### src/hw/rtl/assert_macros.svh
// assertion helpers shared by the rtl
`ifndef ASSERT_MACROS_SVH
`define ASSERT_MACROS_SVH
`ifndef SYNTH
// same-cycle implication
`define BDD_ASSERT_IMP(lbl, clk, rst, ante, cons) \
  lbl: assert property (@(posedge clk) disable iff (rst) (ante) |-> (cons)) \
    else $error("assertion failed");
// next-cycle implication
`define BDD_ASSERT_NXT(lbl, clk, rst, ante, cons) \
  lbl: assert property (@(posedge clk) disable iff (rst) (ante) |=> (cons)) \
    else $error("assertion failed");
`else
`define BDD_ASSERT_IMP(lbl, clk, rst, ante, cons)
`define BDD_ASSERT_NXT(lbl, clk, rst, ante, cons)
`endif
`endif

### src/hw/rtl/bdd_pkg.sv
`timescale 1ns / 1ps
package bdd_pkg;

  localparam int VALUE_W = 31;
  localparam int DIGIT_W = 4;
  localparam int NUM_BCD = 10;
  localparam int SHIFT_CNT_W = 5;

  localparam logic [SHIFT_CNT_W-1:0] LAST_SHIFT = SHIFT_CNT_W'(VALUE_W - 1);
  localparam logic [DIGIT_W-1:0] DIGIT_NINE = 4'd9;
  localparam logic [DIGIT_W-1:0] DIGIT_FIVE = 4'd5;
  localparam logic [DIGIT_W-1:0] DIGIT_ADJ = 4'd3;
  localparam logic [DIGIT_W-1:0] COUNT_RESET = 4'd10;

  // all decimal digits of one value, index 0 is the least significant
  typedef logic [NUM_BCD-1:0][DIGIT_W-1:0] bcd_t;

  // queue fill status seen by both sides
  typedef struct packed {
    logic full;
    logic empty;
  } q_status_t;

  typedef enum logic [2:0] {
    F_IDLE = 3'b001,
    F_CONV = 3'b010,
    F_PUSH = 3'b100
  } front_state_t;

  typedef enum logic [1:0] {
    B_IDLE = 2'b01,
    B_EMIT = 2'b10
  } back_state_t;

endpackage

### src/hw/rtl/binary_to_decimal_digits_saturating.sv
`timescale 1ns / 1ps
// Converts a 31-bit unsigned value to decimal digits for a display of
// digit_count positions (0 acts as 1, above MAX_DIGITS acts as MAX_DIGITS),
// most significant first, one digit per cycle on result_valid with last on
// the final position; a value with more digits than positions shows all 9s.
// The receiver cannot stall: each result is on the ports for one cycle only.
// Accepting an item keeps busy high while the bit-serial double dabble
// converter makes its 31 shifts and hands the result off; the hand-off
// waits while the queue is full. Digit output then follows in a separate
// emitter, through a two-entry queue, so a new item converts while the
// previous one is still being shown; start is taken only while busy is low.
module binary_to_decimal_digits_saturating
  import bdd_pkg::*;
#(
  parameter int MAX_DIGITS = 10
) (
  input  logic               clk,
  input  logic               rst,
  input  logic               start,
  output logic               busy,
  input  logic [VALUE_W-1:0] value,
  input  logic               cfg_we,
  input  logic [DIGIT_W-1:0] cfg_data,
  output logic               result_valid,
  output logic [DIGIT_W-1:0] digit,
  output logic               last
);

  logic [DIGIT_W-1:0] digit_count;
  q_status_t          q_status;
  logic               push;
  logic               pop;
  bcd_t               push_data;
  bcd_t               pop_data;

  // display size register
  always_ff @(posedge clk) begin
    if (rst) begin
      digit_count <= COUNT_RESET;
    end else if (cfg_we) begin
      digit_count <= cfg_data;
    end
  end

  // converter front end
  bdd_front u_front (
    .clk       (clk),
    .rst       (rst),
    .start     (start),
    .value     (value),
    .busy      (busy),
    .q_status  (q_status),
    .push      (push),
    .push_data (push_data)
  );

  // hand-off queue
  bdd_queue u_queue (
    .clk       (clk),
    .rst       (rst),
    .push      (push),
    .push_data (push_data),
    .pop       (pop),
    .pop_data  (pop_data),
    .q_status  (q_status)
  );

  // digit emitter
  bdd_back #(
    .MAX_DIGITS (MAX_DIGITS)
  ) u_back (
    .clk          (clk),
    .rst          (rst),
    .q_status     (q_status),
    .pop_data     (pop_data),
    .pop          (pop),
    .digit_count  (digit_count),
    .result_valid (result_valid),
    .digit        (digit),
    .last         (last)
  );

endmodule

### src/hw/rtl/bdd_front.sv
`timescale 1ns / 1ps
module bdd_front
  import bdd_pkg::*;
(
  input  logic               clk,
  input  logic               rst,
  input  logic               start,
  input  logic [VALUE_W-1:0] value,
  output logic               busy,
  input  q_status_t          q_status,
  output logic               push,
  output bcd_t               push_data
);

  front_state_t            state, state_next;
  logic [VALUE_W-1:0]      shreg;
  logic [SHIFT_CNT_W-1:0]  cnt;
  bcd_t                    bcd;
  bcd_t                    adj;

  // add three to every digit of five or more before the shift
  always_comb begin
    for (int i = 0; i < NUM_BCD; i++) begin
      adj[i] = (bcd[i] >= DIGIT_FIVE) ? bcd[i] + DIGIT_ADJ : bcd[i];
    end
  end

  // sequencer
  always_comb begin
    state_next = state;
    case (state)
      F_IDLE: if (start) state_next = F_CONV;
      F_CONV: if (cnt == LAST_SHIFT) state_next = F_PUSH;
      F_PUSH: if (!q_status.full) state_next = F_IDLE;
      default: state_next = F_IDLE;
    endcase
  end

  always_ff @(posedge clk) begin
    if (rst) begin
      state <= F_IDLE;
    end else begin
      state <= state_next;
    end
  end

  // bit-serial double dabble datapath
  always_ff @(posedge clk) begin
    if (state == F_IDLE && start) begin
      shreg <= value;
      bcd   <= '0;
      cnt   <= '0;
    end else if (state == F_CONV) begin
      bcd   <= bcd_t'({adj, shreg[VALUE_W-1]});
      shreg <= {shreg[VALUE_W-2:0], 1'b0};
      cnt   <= cnt + 1'b1;
    end
  end

  assign busy      = (state != F_IDLE);
  assign push      = (state == F_PUSH) && !q_status.full;
  assign push_data = bcd;

endmodule

### src/hw/rtl/bdd_queue.sv
`timescale 1ns / 1ps
`include "assert_macros.svh"
module bdd_queue
  import bdd_pkg::*;
(
  input  logic      clk,
  input  logic      rst,
  input  logic      push,
  input  bcd_t      push_data,
  input  logic      pop,
  output bcd_t      pop_data,
  output q_status_t q_status
);

  localparam int DEPTH = 2;
  localparam int PTR_W = 1;

  bcd_t             mem [DEPTH];
  logic [PTR_W-1:0] wr_ptr, rd_ptr;
  logic [PTR_W:0]   count;

  // storage write
  always_ff @(posedge clk) begin
    if (push) begin
      mem[wr_ptr] <= push_data;
    end
  end

  // pointers and fill level
  always_ff @(posedge clk) begin
    if (rst) begin
      wr_ptr <= '0;
      rd_ptr <= '0;
      count  <= '0;
    end else begin
      if (push) wr_ptr <= wr_ptr + 1'b1;
      if (pop)  rd_ptr <= rd_ptr + 1'b1;
      count <= count + (PTR_W+1)'(push) - (PTR_W+1)'(pop);
    end
  end

  assign pop_data       = mem[rd_ptr];
  assign q_status.full  = (count == (PTR_W+1)'(DEPTH));
  assign q_status.empty = (count == '0);

  `BDD_ASSERT_IMP(a_no_overfill, clk, rst, push, !q_status.full)
  `BDD_ASSERT_IMP(a_no_underrun, clk, rst, pop, !q_status.empty)
  `BDD_ASSERT_IMP(a_level_bound, clk, rst, 1'b1, count <= (PTR_W+1)'(DEPTH))

endmodule

### src/hw/rtl/bdd_back.sv
`timescale 1ns / 1ps
`include "assert_macros.svh"
module bdd_back
  import bdd_pkg::*;
#(
  parameter int MAX_DIGITS = 10
) (
  input  logic               clk,
  input  logic               rst,
  input  q_status_t          q_status,
  input  bcd_t               pop_data,
  output logic               pop,
  input  logic [DIGIT_W-1:0] digit_count,
  output logic               result_valid,
  output logic [DIGIT_W-1:0] digit,
  output logic               last
);

  localparam int PW = $clog2(MAX_DIGITS + 1);
  localparam logic [DIGIT_W-1:0] MAXD = DIGIT_W'(MAX_DIGITS);

  back_state_t        state;
  logic [PW-1:0]      idx;
  logic               ovf;
  bcd_t               bcd;
  logic [DIGIT_W-1:0] pos;
  logic               ovf_load;

  // positions in use, clamped to one and to the display size
  always_comb begin
    if (digit_count == '0) begin
      pos = 4'd1;
    end else if (digit_count > MAXD) begin
      pos = MAXD;
    end else begin
      pos = digit_count;
    end
  end

  // any nonzero digit beyond the display saturates the whole item
  always_comb begin
    ovf_load = 1'b0;
    for (int i = 0; i < NUM_BCD; i++) begin
      if (pop_data[i] != '0 && DIGIT_W'(i) >= pos) ovf_load = 1'b1;
    end
  end

  assign pop = (state == B_IDLE) && !q_status.empty;

  // emit sequencer
  always_ff @(posedge clk) begin
    if (rst) begin
      state <= B_IDLE;
    end else begin
      case (state)
        B_IDLE: if (!q_status.empty) state <= B_EMIT;
        B_EMIT: if (idx == '0) state <= B_IDLE;
        default: state <= B_IDLE;
      endcase
    end
  end

  // item load and position countdown
  always_ff @(posedge clk) begin
    if (pop) begin
      bcd <= pop_data;
      ovf <= ovf_load;
      idx <= PW'(pos - 4'd1);
    end else if (state == B_EMIT) begin
      idx <= idx - 1'b1;
    end
  end

  assign result_valid = (state == B_EMIT);
  assign digit        = ovf ? DIGIT_NINE : bcd[DIGIT_W'(idx)];
  assign last         = (idx == '0);

  `BDD_ASSERT_IMP(a_digit_range, clk, rst, result_valid, digit <= DIGIT_NINE)
  `BDD_ASSERT_NXT(a_no_gap, clk, rst, result_valid && !last, result_valid)
  `BDD_ASSERT_NXT(a_pop_starts, clk, rst, pop, result_valid && !pop)

endmodule
### config.mk
export PLATFORM = sky130hd
export DESIGN_NAME = binary_to_decimal_digits_saturating
export DESIGN_NICKNAME = d
export VERILOG_FILES = /design/src/hw/rtl/bdd_pkg.sv /design/src/hw/rtl/binary_to_decimal_digits_saturating.sv /design/src/hw/rtl/bdd_front.sv /design/src/hw/rtl/bdd_queue.sv /design/src/hw/rtl/bdd_back.sv
export VERILOG_INCLUDE_DIRS = /design/src /design/src/hw/rtl
export SDC_FILE = /design/constraint.sdc
export NUM_CORES = 1
export LEC_CHECK = 0
export ABC_AREA = 1
export BUFFER_PORTS_ARGS = -buffer_cell sky130_fd_sc_hd__buf_4
export CAP_MARGIN = 40
export CORE_MARGIN = 1.5
export CORE_UTILIZATION = 55
export CTS_CLUSTER_DIAMETER = 40
export DETAILED_ROUTE_END_ITERATION = 8
export GPL_ROUTABILITY_DRIVEN = 0
export PLACE_DENSITY = 0.76
export SYNTH_ARGS = -nofsm -noshare
export SYNTH_HDL_FRONTEND = slang
export SYNTH_SLANG_ARGS = --single-unit
### constraint.sdc
create_clock -name clk -period 2.78 [get_ports clk]
set_input_delay 0.139 -clock clk [delete_from_list [all_inputs] [get_ports clk]]
set_output_delay 0.139 -clock clk [all_outputs]
set_load 0.005 [all_outputs]
==> impl_metrics.env, run 1 <==
export IMPL_ys_ff_latch=215
export IMPL_dp_cells=1202
export IMPL_grt_antenna_before_repair=0
export IMPL_critical_path_max_fanout=22
export IMPL_grt_overflow=0
export IMPL_fin_crit_ps=2350
export IMPL_synth_fp_nets=1027
export IMPL_setup_tns_ps=0
export IMPL_antenna_diode_count=0
export IMPL_fp_dieArea_sq_um=17900
export IMPL_yosysWarningCount=0
export IMPL_cts_hold_buf=40
export IMPL_dr_pass1_iters=5
export IMPL_final_area_sq_um=11400
export IMPL_arrival_ps=2210
export IMPL_cts_root_buf="clkbuf_16"
export IMPL_fin_cells=1296
export IMPL_layout_common_cells="nand2_1 (260), edfxtp_1 (156), inv_1 (101)"
export IMPL_critPathLaunchType="flip-flop"
export IMPL_ir_drop_mv=0.731
export IMPL_cts_sinks=215
export IMPL_final_layout_size_suffix_gt1_frac=0.121
export IMPL_post_drt_wl_per_cell_um=14.2
export IMPL_clock_skew_ps=25.8
export IMPL_drv_slew=0
export IMPL_placed_area_sq_um=9960
export IMPL_start_util=0.565
export IMPL_hpwlAfterDp_mm=11.9
export IMPL_leakage_uw=0.00481
export IMPL_postSynthAreaPerCell_sq_um=9.81
export IMPL_cp_top_family="buffers and inverters"
export IMPL_cp_cell_sequence="inv_1 -> o21ai_0 -> o211ai_1 -> nand3_1 -> a21oi_1 -> buf_4"
export IMPL_clk_path_buf_depth=3
export IMPL_totalWireLength_mm=18.4
export IMPL_drtAntennaViolNets=0
export IMPL_mostFrequentLayoutCell="nand2_1"
export IMPL_period_share=0.845
export IMPL_syn_area_sq_um=9410
export IMPL_avgViaCountPerCell=5.17
export IMPL_cts_clk_slew_worst_paths_ps=60
export IMPL_die_h_um=134
export IMPL_cts_resized=0
export IMPL_slew_headroom=0.558
export IMPL_htree_num_levels=1
export IMPL_drc=0
export IMPL_path_class="flip-flop to output pin"
export IMPL_cp_slowest_cell="inv_1"
export IMPL_rsz0062_at_grt="false"
export IMPL_cts_tree="built"
export IMPL_area_growth_pct=21.1
export IMPL_critPathCaptureType="output pin"
export IMPL_maxCapViolations=0
export IMPL_crit_buf_inv=2
export IMPL_syn_inst=959
export IMPL_worst_slew_pin_slew_ps=657
export IMPL_grt_pass1_vias=6510
export IMPL_insertion_delay_ps=530
export IMPL_power_density_nw_per_um2=895
export IMPL_design_core_area_sq_um=16600
export IMPL_pin_count=46
export IMPL_setup_viol=0
export IMPL_grt_max_degree=50
export IMPL_hold_viol=0
export IMPL_track_usage=0.211
export IMPL_grt_pass1_wl_mm=30.8
export IMPL_yosysSeqAreaShare=0.623
export IMPL_cp_required_ps=2640
export IMPL_drtIter0Drc=434
export IMPL_synth_cell_types=31
export IMPL_die_width_um=134
export IMPL_cts_buffers=29
export IMPL_slowest_delay_ps=460
export IMPL_vias=6706
export IMPL_final_nets=1121
export IMPL_fin_util=0.685
export IMPL_cts_setup_buffers=0
export IMPL_hp_class="input port to flip-flop"
export IMPL_rows=47
export IMPL_port_buffer_count=45
export IMPL_status="completed"
export IMPL_fmax_ghz=0.426
export IMPL_reg2reg_slack_ps=660
==> kinds of logic after synthesis <==
family	count (synthesis)	synth area share
xor+xnor	10	0.00931
compound gates	162	0.0940
fa+ha+maj	29	0.0386
flops	215	0.623
buf+inv	137	0.0617
simple gates	406	0.173
==> synth_stat cells <==
cell,number,area (sq um)
nand4_1,4,25.0
o22ai_1,5,31.3
clkinv_1,2,7.51
o21ai_0,76,380
o21ai_1,5,25.0
buf_6,4,45.0
nor3_1,5,25.0
nor2_1,85,319
o21bai_1,1,7.51
nand3_1,33,165
nand2_2,14,87.6
nor3b_1,1,7.51
a21oi_1,49,245
buf_4,2,15.0
buf_2,21,105
o211ai_1,22,165
clkbuf_1,5,18.8
inv_1,101,379
or2_2,2,12.5
ha_1,29,363
and3_1,1,6.26
o21ai_2,1,8.76
inv_2,1,3.75
xor2_1,9,78.8
nand2_1,261,980
o311ai_0,1,8.76
xnor2_1,1,8.76
dfxtp_1,59,1180
a31oi_1,2,12.5
inv_4,1,6.26
edfxtp_1,156,4680
==> layout make-up <==
| type | instances | area, sq um |
|---|---|---|
| sequential | 215 | 5870 |
| clock buffer | 36 | 815 |
| inverter | 105 | 398 |
| timing repair buffer | 95 | 838 |
| multi-input combinational | 607 | 2990 |
| clock inverter | 18 | 215 |
| tap | 220 | 275 |
| fill | 1152 | 5250 |
==> through the flow <==
step / hold slack, ps / setup slack, ps / total power [uW]
2_1_floorplan: 239 / 587 / 5870
3_3_place_gp: 360 / 735 / 6380
3_5_place_dp: 363 / 755 / 6440
4_1_cts: 384 / 452 / 10300
5_1_grt: 410 / 262 / 10700
6_report: 413 / 430 / 10200
==> final timing paths <==
path,cells past startpoint,start,endpoint
worst max-delay path,6,u_back.idx[0]$_DFFE_PP_,digit[1]
worst min register to register,1,u_queue.rd_ptr$_SDFFE_PP0P_,u_queue.rd_ptr$_SDFFE_PP0P_
worst min-delay path,3,rst,u_queue.count[0]$_SDFF_PP0_
worst max register to register,13,digit_count[3]$_SDFFE_PP1P_,u_back.ovf$_SDFFCE_PP1P_
==> power breakdown <==
part | switching [uW] | internal [uW]
registers | 248 | 4130
clock network | 1370 | 2390
logic | 1380 | 679
total | 2990 | 7200
==> worst register-to-register path, cell delays in order, from the launching register on <==
cell	delay [ps]
dfxtp_1	380
inv_1	190
nand2_1	90
inv_1	110
nand3_1	80
nand2_1	150
inv_1	80
ha_1	220
inv_1	80
nand2_1	100
nand2_1	100
nand3_1	90
a21oi_1	120
nand2_1	60
==> layer usage <==
layer	vias to the layer above	GRT usage	routed length, um	part of all wire
li1	3384	-	-	-
met1	3132	0.281	8350	0.45
met2	151	0.355	8890	0.48
met3	39	0.0302	714	0.039
met4	0	0.0785	470	0.026
met5	-	0	0	0
==> sequential cells by signal, indices dropped and copies added (netlist names), 3 cells and up, named ones only <==
signal / cells
u_front.push_data: 40
u_front.cnt: 5
u_front.shreg: 31
u_back.idx: 4
digit_count: 4
u_back.bcd: 40
u_queue.mem: 80
u_front.state: 3
Power figures use the tool's default switching activity.
==> run 2, diff against run 1 <==
--- a/config.mk
+++ b/config.mk
@@ -10,11 +10,11 @@
 export BUFFER_PORTS_ARGS = -buffer_cell sky130_fd_sc_hd__buf_4
 export CAP_MARGIN = 40
 export CORE_MARGIN = 1.5
-export CORE_UTILIZATION = 55
+export CORE_UTILIZATION = 60
 export CTS_CLUSTER_DIAMETER = 40
 export DETAILED_ROUTE_END_ITERATION = 8
 export GPL_ROUTABILITY_DRIVEN = 0
-export PLACE_DENSITY = 0.76
+export PLACE_DENSITY = 0.78
 export SYNTH_ARGS = -nofsm -noshare
 export SYNTH_HDL_FRONTEND = slang
 export SYNTH_SLANG_ARGS = --single-unit
==> constraint.sdc (replaced) <==
create_clock -name clk -period 2.25 [get_ports clk]
set_input_delay 0.1125 -clock clk [delete_from_list [all_inputs] [get_ports clk]]
set_output_delay 0.1125 -clock clk [all_outputs]
set_load 0.005 [all_outputs]
==> run 2 against run 1 <==
Sequential share of layout area rose by 0.35 points. Sequential power is 23% higher. Global-route usage grew 1.7 points. Setup slack got worse by 300 ps. Critical path depth rose by 2. Die area decreased by 8.2%. Utilization rose by 5.7 points. Critical path type unchanged. Highest routed layer unchanged.
==> impl_metrics.env, run 2 (synthesis results as in run 1) <==
export IMPL_status="completed"
export IMPL_mostFrequentLayoutCell="nand2_1"
export IMPL_routed_wl_met2_mm=8.64
export IMPL_wl_met1_mm=8.27
export IMPL_arrival_ps=2000
export IMPL_port_buffer_count=45
export IMPL_rsz0062_at_grt="true"
export IMPL_drtIter0Drc=491
export IMPL_fp_dieArea_sq_um=16400
export IMPL_hold_viol=0
export IMPL_cts_buffers=26
export IMPL_die_width_um=128
export IMPL_setup_viol=0
export IMPL_htree_num_levels=1
export IMPL_fmax_ghz=0.472
export IMPL_startpoint="u_back.idx[0]$_DFFE_PP_"
export IMPL_insertion_delay_ps=520
export IMPL_grt_antenna_before_repair=0
export IMPL_vias=6748
export IMPL_drc=0
export IMPL_post_drt_wl_per_cell_um=14.2
export IMPL_r2r_start="digit_count[3]$_SDFFE_PP1P_"
export IMPL_multi_input_area_sq_um=2990
export IMPL_ir_drop_mv=0.561
export IMPL_path_class="flip-flop to output pin"
export IMPL_register_area_sq_um=5870
export IMPL_die_h_um=128
export IMPL_avgViaCountPerCell=5.24
export IMPL_dr_pass1_iters=4
export IMPL_placed_area_sq_um=9990
export IMPL_slew_headroom=0.556
export IMPL_start_util=0.617
export IMPL_fin_total_pwr_uw=12200
export IMPL_maxCapViolations=0
export IMPL_grt_pass1_wl_mm=30.0
export IMPL_largest_register="u_queue.mem"
export IMPL_cts_sinks=215
export IMPL_wl_met3_um=852
export IMPL_layout_common_cells="nand2_1 (260), edfxtp_1 (156), inv_1 (100)"
export IMPL_period_share=0.941
export IMPL_track_usage=0.228
export IMPL_design_core_area_sq_um=15300
export IMPL_cts_root_buf="clkbuf_16"
export IMPL_fill_cells=1034
export IMPL_critPathCaptureType="output pin"
export IMPL_clock_skew_ps=7.30
export IMPL_grt_pass1_vias=6450
export IMPL_power_density_nw_per_um2=1080
export IMPL_grt_overflow=0
export IMPL_leakage_uw=0.00477
export IMPL_hp_class="input port to flip-flop"
export IMPL_cts_clk_slew_worst_paths_ps=60
export IMPL_final_layout_size_suffix_gt1_frac=0.122
export IMPL_pin_count=46
export IMPL_area_growth_pct=20.3
export IMPL_drtAntennaViolNets=0
export IMPL_totalWireLength_mm=18.3
export IMPL_holdCritStartpoint="cfg_data[3]"
export IMPL_cts_tree="built"
export IMPL_antenna_diode_count=0
export IMPL_rows=45
export IMPL_cp_required_ps=2140
export IMPL_setup_tns_ps=0
export IMPL_grt_max_degree=50
export IMPL_largest_register_ffs=80
export IMPL_drv_slew=0
export IMPL_final_area_sq_um=11300
export IMPL_final_nets=1126
export IMPL_top_layer_used="met4"
export IMPL_hpwlAfterDp_mm=11.3
export IMPL_fin_crit_ps=2120
export IMPL_critPathLaunchType="flip-flop"
export IMPL_critical_path_max_fanout=22
export IMPL_worst_slew_pin_slew_ps=659
export IMPL_clk_path_buf_depth=3
==> run 2: cell types whose count changed in the layout (fill, tap and decap cells not counted), sizes merged <==
cell	previous run	this run
clkbuf	36	29
clkinvlp	3	5
buf	55	62
bufinv	3	2
clkinv	10	11
==> run 2: worst max-delay path, stage by stage (launching register included) <==
cell,delay (ps)
edfxtp_1,450
buf_6,200
nor2_1,110
nor2_1,40
o21ai_1,90
o21ai_0,120
o211ai_1,220
nand3_1,90
buf_4,140
==> run 2: layer usage <==
layer	vias to the layer above	global-route usage
met3	40	0.0396
met1	3144	0.303
met2	172	0.383
li1	3392	-
met4	0	0.0787
met5	-	0
==> run 2: path summary, 6_finish.rpt <==
check                                              endpoint  slack, ps  depth (start not counted)
worst max-delay path                               digit[3]        130                          8
worst min-delay path            digit_count[3]$_SDFFE_PP1P_        390                          4
worst max register to register     u_back.ovf$_SDFFCE_PP1P_        360                         13
worst min register to register  u_queue.rd_ptr$_SDFFE_PP0P_        450                          1
==> run 2: repair_timing <==
action,4_1_cts,5_1_grt
gates resized for setup,4,2
hold endpoints to repair,41,0
buffers inserted,2,2
pin swaps,0,0
gates cloned,1,0
hold buffers,40,0
setup endpoints to repair,3,4
==> run 2: through the flow <==
stage	utilization	hold slack, ps	std cells	setup WS [ps]
3_5_place_dp	0.655	344	1196	392
3_3_place_gp	0.653	342	1195	381
6_report	0.742	391	1289	133
2_1_floorplan	-	213	959	57.1
4_1_cts	0.741	357	1287	48.5
5_1_grt	0.742	403	1289	-45.7
==> run 2: power by group <==
part	leakage, uW	total, uW	internal (uW)	switching (uW)
clock network	0.000424	4150	2470	1680
logic	0.00241	2720	908	1810
registers	0.00194	5370	5100	269
total	0.00477	12200	8480	3760
==> run 2: area by class of cell <==
type                    count  area share
repair inverters            1    0.000663
clock inverters            19      0.0171
clock buffers              29      0.0604
inverters                 105      0.0355
multi-input cells         607       0.264
flip-flops and latches    215       0.518
well taps                 211      0.0233
repair buffers            102      0.0808
==> run 3, diff against run 2 <==
--- a/config.mk
+++ b/config.mk
@@ -9,12 +9,14 @@
 export ABC_AREA = 1
 export BUFFER_PORTS_ARGS = -buffer_cell sky130_fd_sc_hd__buf_4
 export CAP_MARGIN = 40
+export CELL_PAD_IN_SITES_DETAIL_PLACEMENT = 0
+export CELL_PAD_IN_SITES_GLOBAL_PLACEMENT = 1
 export CORE_MARGIN = 1.5
-export CORE_UTILIZATION = 60
+export CORE_UTILIZATION = 48
 export CTS_CLUSTER_DIAMETER = 40
 export DETAILED_ROUTE_END_ITERATION = 8
 export GPL_ROUTABILITY_DRIVEN = 0
-export PLACE_DENSITY = 0.78
+export PLACE_DENSITY_LB_ADDON = 0.1
 export SYNTH_ARGS = -nofsm -noshare
 export SYNTH_HDL_FRONTEND = slang
 export SYNTH_SLANG_ARGS = --single-unit
==> run 3 against run 2 <==
Non-clock buffer count increased by 1. Count of clock-buffer cells in the layout rose by 15. Maximum frequency down 0.49%. Global-route usage decreased by 3.2 points. Sequential power rose by 0.7%. Combinational power about the same. Utilization fell by 14 points. Design area up 2.9%.
==> impl_metrics.env, run 3 (synthesis results as in run 1) <==
export IMPL_switching_share=0.297
export IMPL_clk_path_buf_depth=3
export IMPL_path_class="flip-flop to output pin"
export IMPL_arrival_ps=2010
export IMPL_grt_antenna_before_repair=0
export IMPL_p_int_uw=9330
export IMPL_power_density_nw_per_um2=1140
export IMPL_die_h_um=143
export IMPL_largest_register="u_queue.mem"
export IMPL_drv_slew=0
export IMPL_period_share=0.946
export IMPL_cp_cell_sequence="buf_8 -> nor2_1 -> nor2_1 -> o21ai_1 -> o21ai_0 -> o211ai_1 -> nand3_1 -> buf_4"
export IMPL_power_switching_uw=3940
export IMPL_final_nets=1135
export IMPL_drc=0
export IMPL_cp_slowest_cell="edfxtp_1"
export IMPL_whs_ps=419
export IMPL_power_frac_seq=0.408
export IMPL_post_drt_wl_per_cell_um=14.1
export IMPL_dr_pass1_iters=5
export IMPL_clock_skew_ps=11.6
export IMPL_fin_util=0.602
export IMPL_totalWireLength_mm=19.2
export IMPL_slowest_delay_ps=470
export IMPL_drtIter0Drc=372
export IMPL_rsz0062_at_grt="true"
export IMPL_layout_common_cells="nand2_1 (260), edfxtp_1 (156), inv_1 (100)"
export IMPL_cts_tree="built"
export IMPL_hp_class="input port to flip-flop"
export IMPL_grt_pass1_wl_mm=31.3
export IMPL_grt_overflow=0
export IMPL_drtAntennaViolNets=0
export IMPL_hpwlAfterDp_mm=12.2
export IMPL_mostFrequentLayoutCell="nand2_1"
export IMPL_area_growth_pct=23.8
export IMPL_cp_top_family="flip-flops"
export IMPL_fin_total_pwr_uw=13300
export IMPL_largest_register_ffs=80
export IMPL_crit_path_frequent_cell="nor2_1"
export IMPL_port_buffer_count=45
export IMPL_cts_clk_slew_worst_paths_ps=50
export IMPL_ir_drop_mv=0.535
export IMPL_cts_sinks=215
export IMPL_final_layout_size_suffix_gt1_frac=0.130
export IMPL_slew_headroom=0.490
export IMPL_grt_pass1_vias=6336
export IMPL_track_usage=0.196
export IMPL_cp_required_ps=2140
export IMPL_critPathLaunchType="flip-flop"
export IMPL_critical_path_max_fanout=22
export IMPL_fin_crit_ps=2130
export IMPL_critPathCaptureType="output pin"
export IMPL_pin_count=46
export IMPL_status="completed"
export IMPL_cts_buffers=34
export IMPL_crit_buf_inv=2
export IMPL_die_width_um=143
export IMPL_rows=51
export IMPL_p_clk_frac=0.387
export IMPL_worst_slew_pin_slew_ps=757
export IMPL_fp_dieArea_sq_um=20500
export IMPL_antenna_diode_count=0
export IMPL_fill_cells=1635
export IMPL_cts_root_buf="clkbuf_16"
export IMPL_fmax_ghz=0.470
export IMPL_maxCapViolations=0
export IMPL_leakage_uw=0.00489
export IMPL_hold_viol=0
export IMPL_pwr_share_comb=0.205
export IMPL_insertion_delay_ps=500
export IMPL_vias=6615
export IMPL_start_util=0.487
export IMPL_avgViaCountPerCell=4.87
export IMPL_htree_num_levels=2
export IMPL_dp_cells=1250
export IMPL_grt_max_degree=50
export IMPL_design_core_area_sq_um=19300
export IMPL_fin_cells=1358
export IMPL_setup_viol=0
run 3: metrics by stage:
stage	instance area (sq um)	worst slack, ps	setup TNS, ps
4_1_cts	11600	90.8	0
3_3_place_gp	10100	486	0
2_1_floorplan	9420	57.1	0
3_5_place_dp	10100	488	0
6_report	11600	123	0
5_1_grt	11600	-5.28	-5.28
run 3: power by group through the flow:
stage	sequential (uW)	clock [uW]	combinational (uW)
floorplan	5350	0	1910
global placement	5470	0	2590
detailed placement	5480	0	2590
CTS	5400	5230	2660
global route	5470	5420	3110
finish	5410	5130	2720
run 3: worst paths after layout:
check	from	to	slack, ps	cells after the start
max	u_back.idx[0]$_DFFE_PP_	digit[0]	120	8
min	value[10]	u_front.shreg[10]$_DFFE_PP_	420	4
max reg2reg	digit_count[3]$_SDFFE_PP1P_	u_back.ovf$_SDFFCE_PP1P_	440	13
min reg2reg	u_queue.rd_ptr$_SDFFE_PP0P_	u_queue.rd_ptr$_SDFFE_PP0P_	450	1
run 3: worst register-to-register path, delay by kind of cell, from the launching register on:
| family | cells | cell delay (ps) |
|---|---|---|
| buffers and inverters | 4 | 370 |
| AND/OR/NAND/NOR | 7 | 530 |
| adder cells (fa/ha/maj) | 1 | 200 |
| AO/OA/AOI/OAI | 1 | 110 |
| flip-flops | 1 | 360 |
run 3: repair_timing:
item	4_1_cts	5_1_grt
hold endpoints to repair	41	0
resized for setup	0	7
hold buffers	40	0
buffers inserted	0	5
endpoints found under the setup margin	0	3
run 3: per-layer routing:
layer | vias to the layer above | wire length (um) | GRT usage
li1 | 3429 | - | -
met4 | 0 | 418 | 0.0765
met2 | 129 | 8880 | 0.315
met3 | 28 | 738 | 0.0369
met5 | - | 0 | 0
met1 | 3029 | 9160 | 0.263
run 3: final cells by class:
| class | count | area (sq um) | area share |
|---|---|---|---|
| repair buffers | 103 | 918 | 0.0789 |
| flip-flops and latches | 215 | 5870 | 0.504 |
| clock buffers | 44 | 962 | 0.0826 |
| clock inverters | 18 | 174 | 0.0149 |
| multi-input cells | 607 | 2990 | 0.256 |
| repair inverters | 1 | 7.51 | 0.000645 |
| inverters | 105 | 402 | 0.0345 |
| well taps | 265 | 332 | 0.0285 |
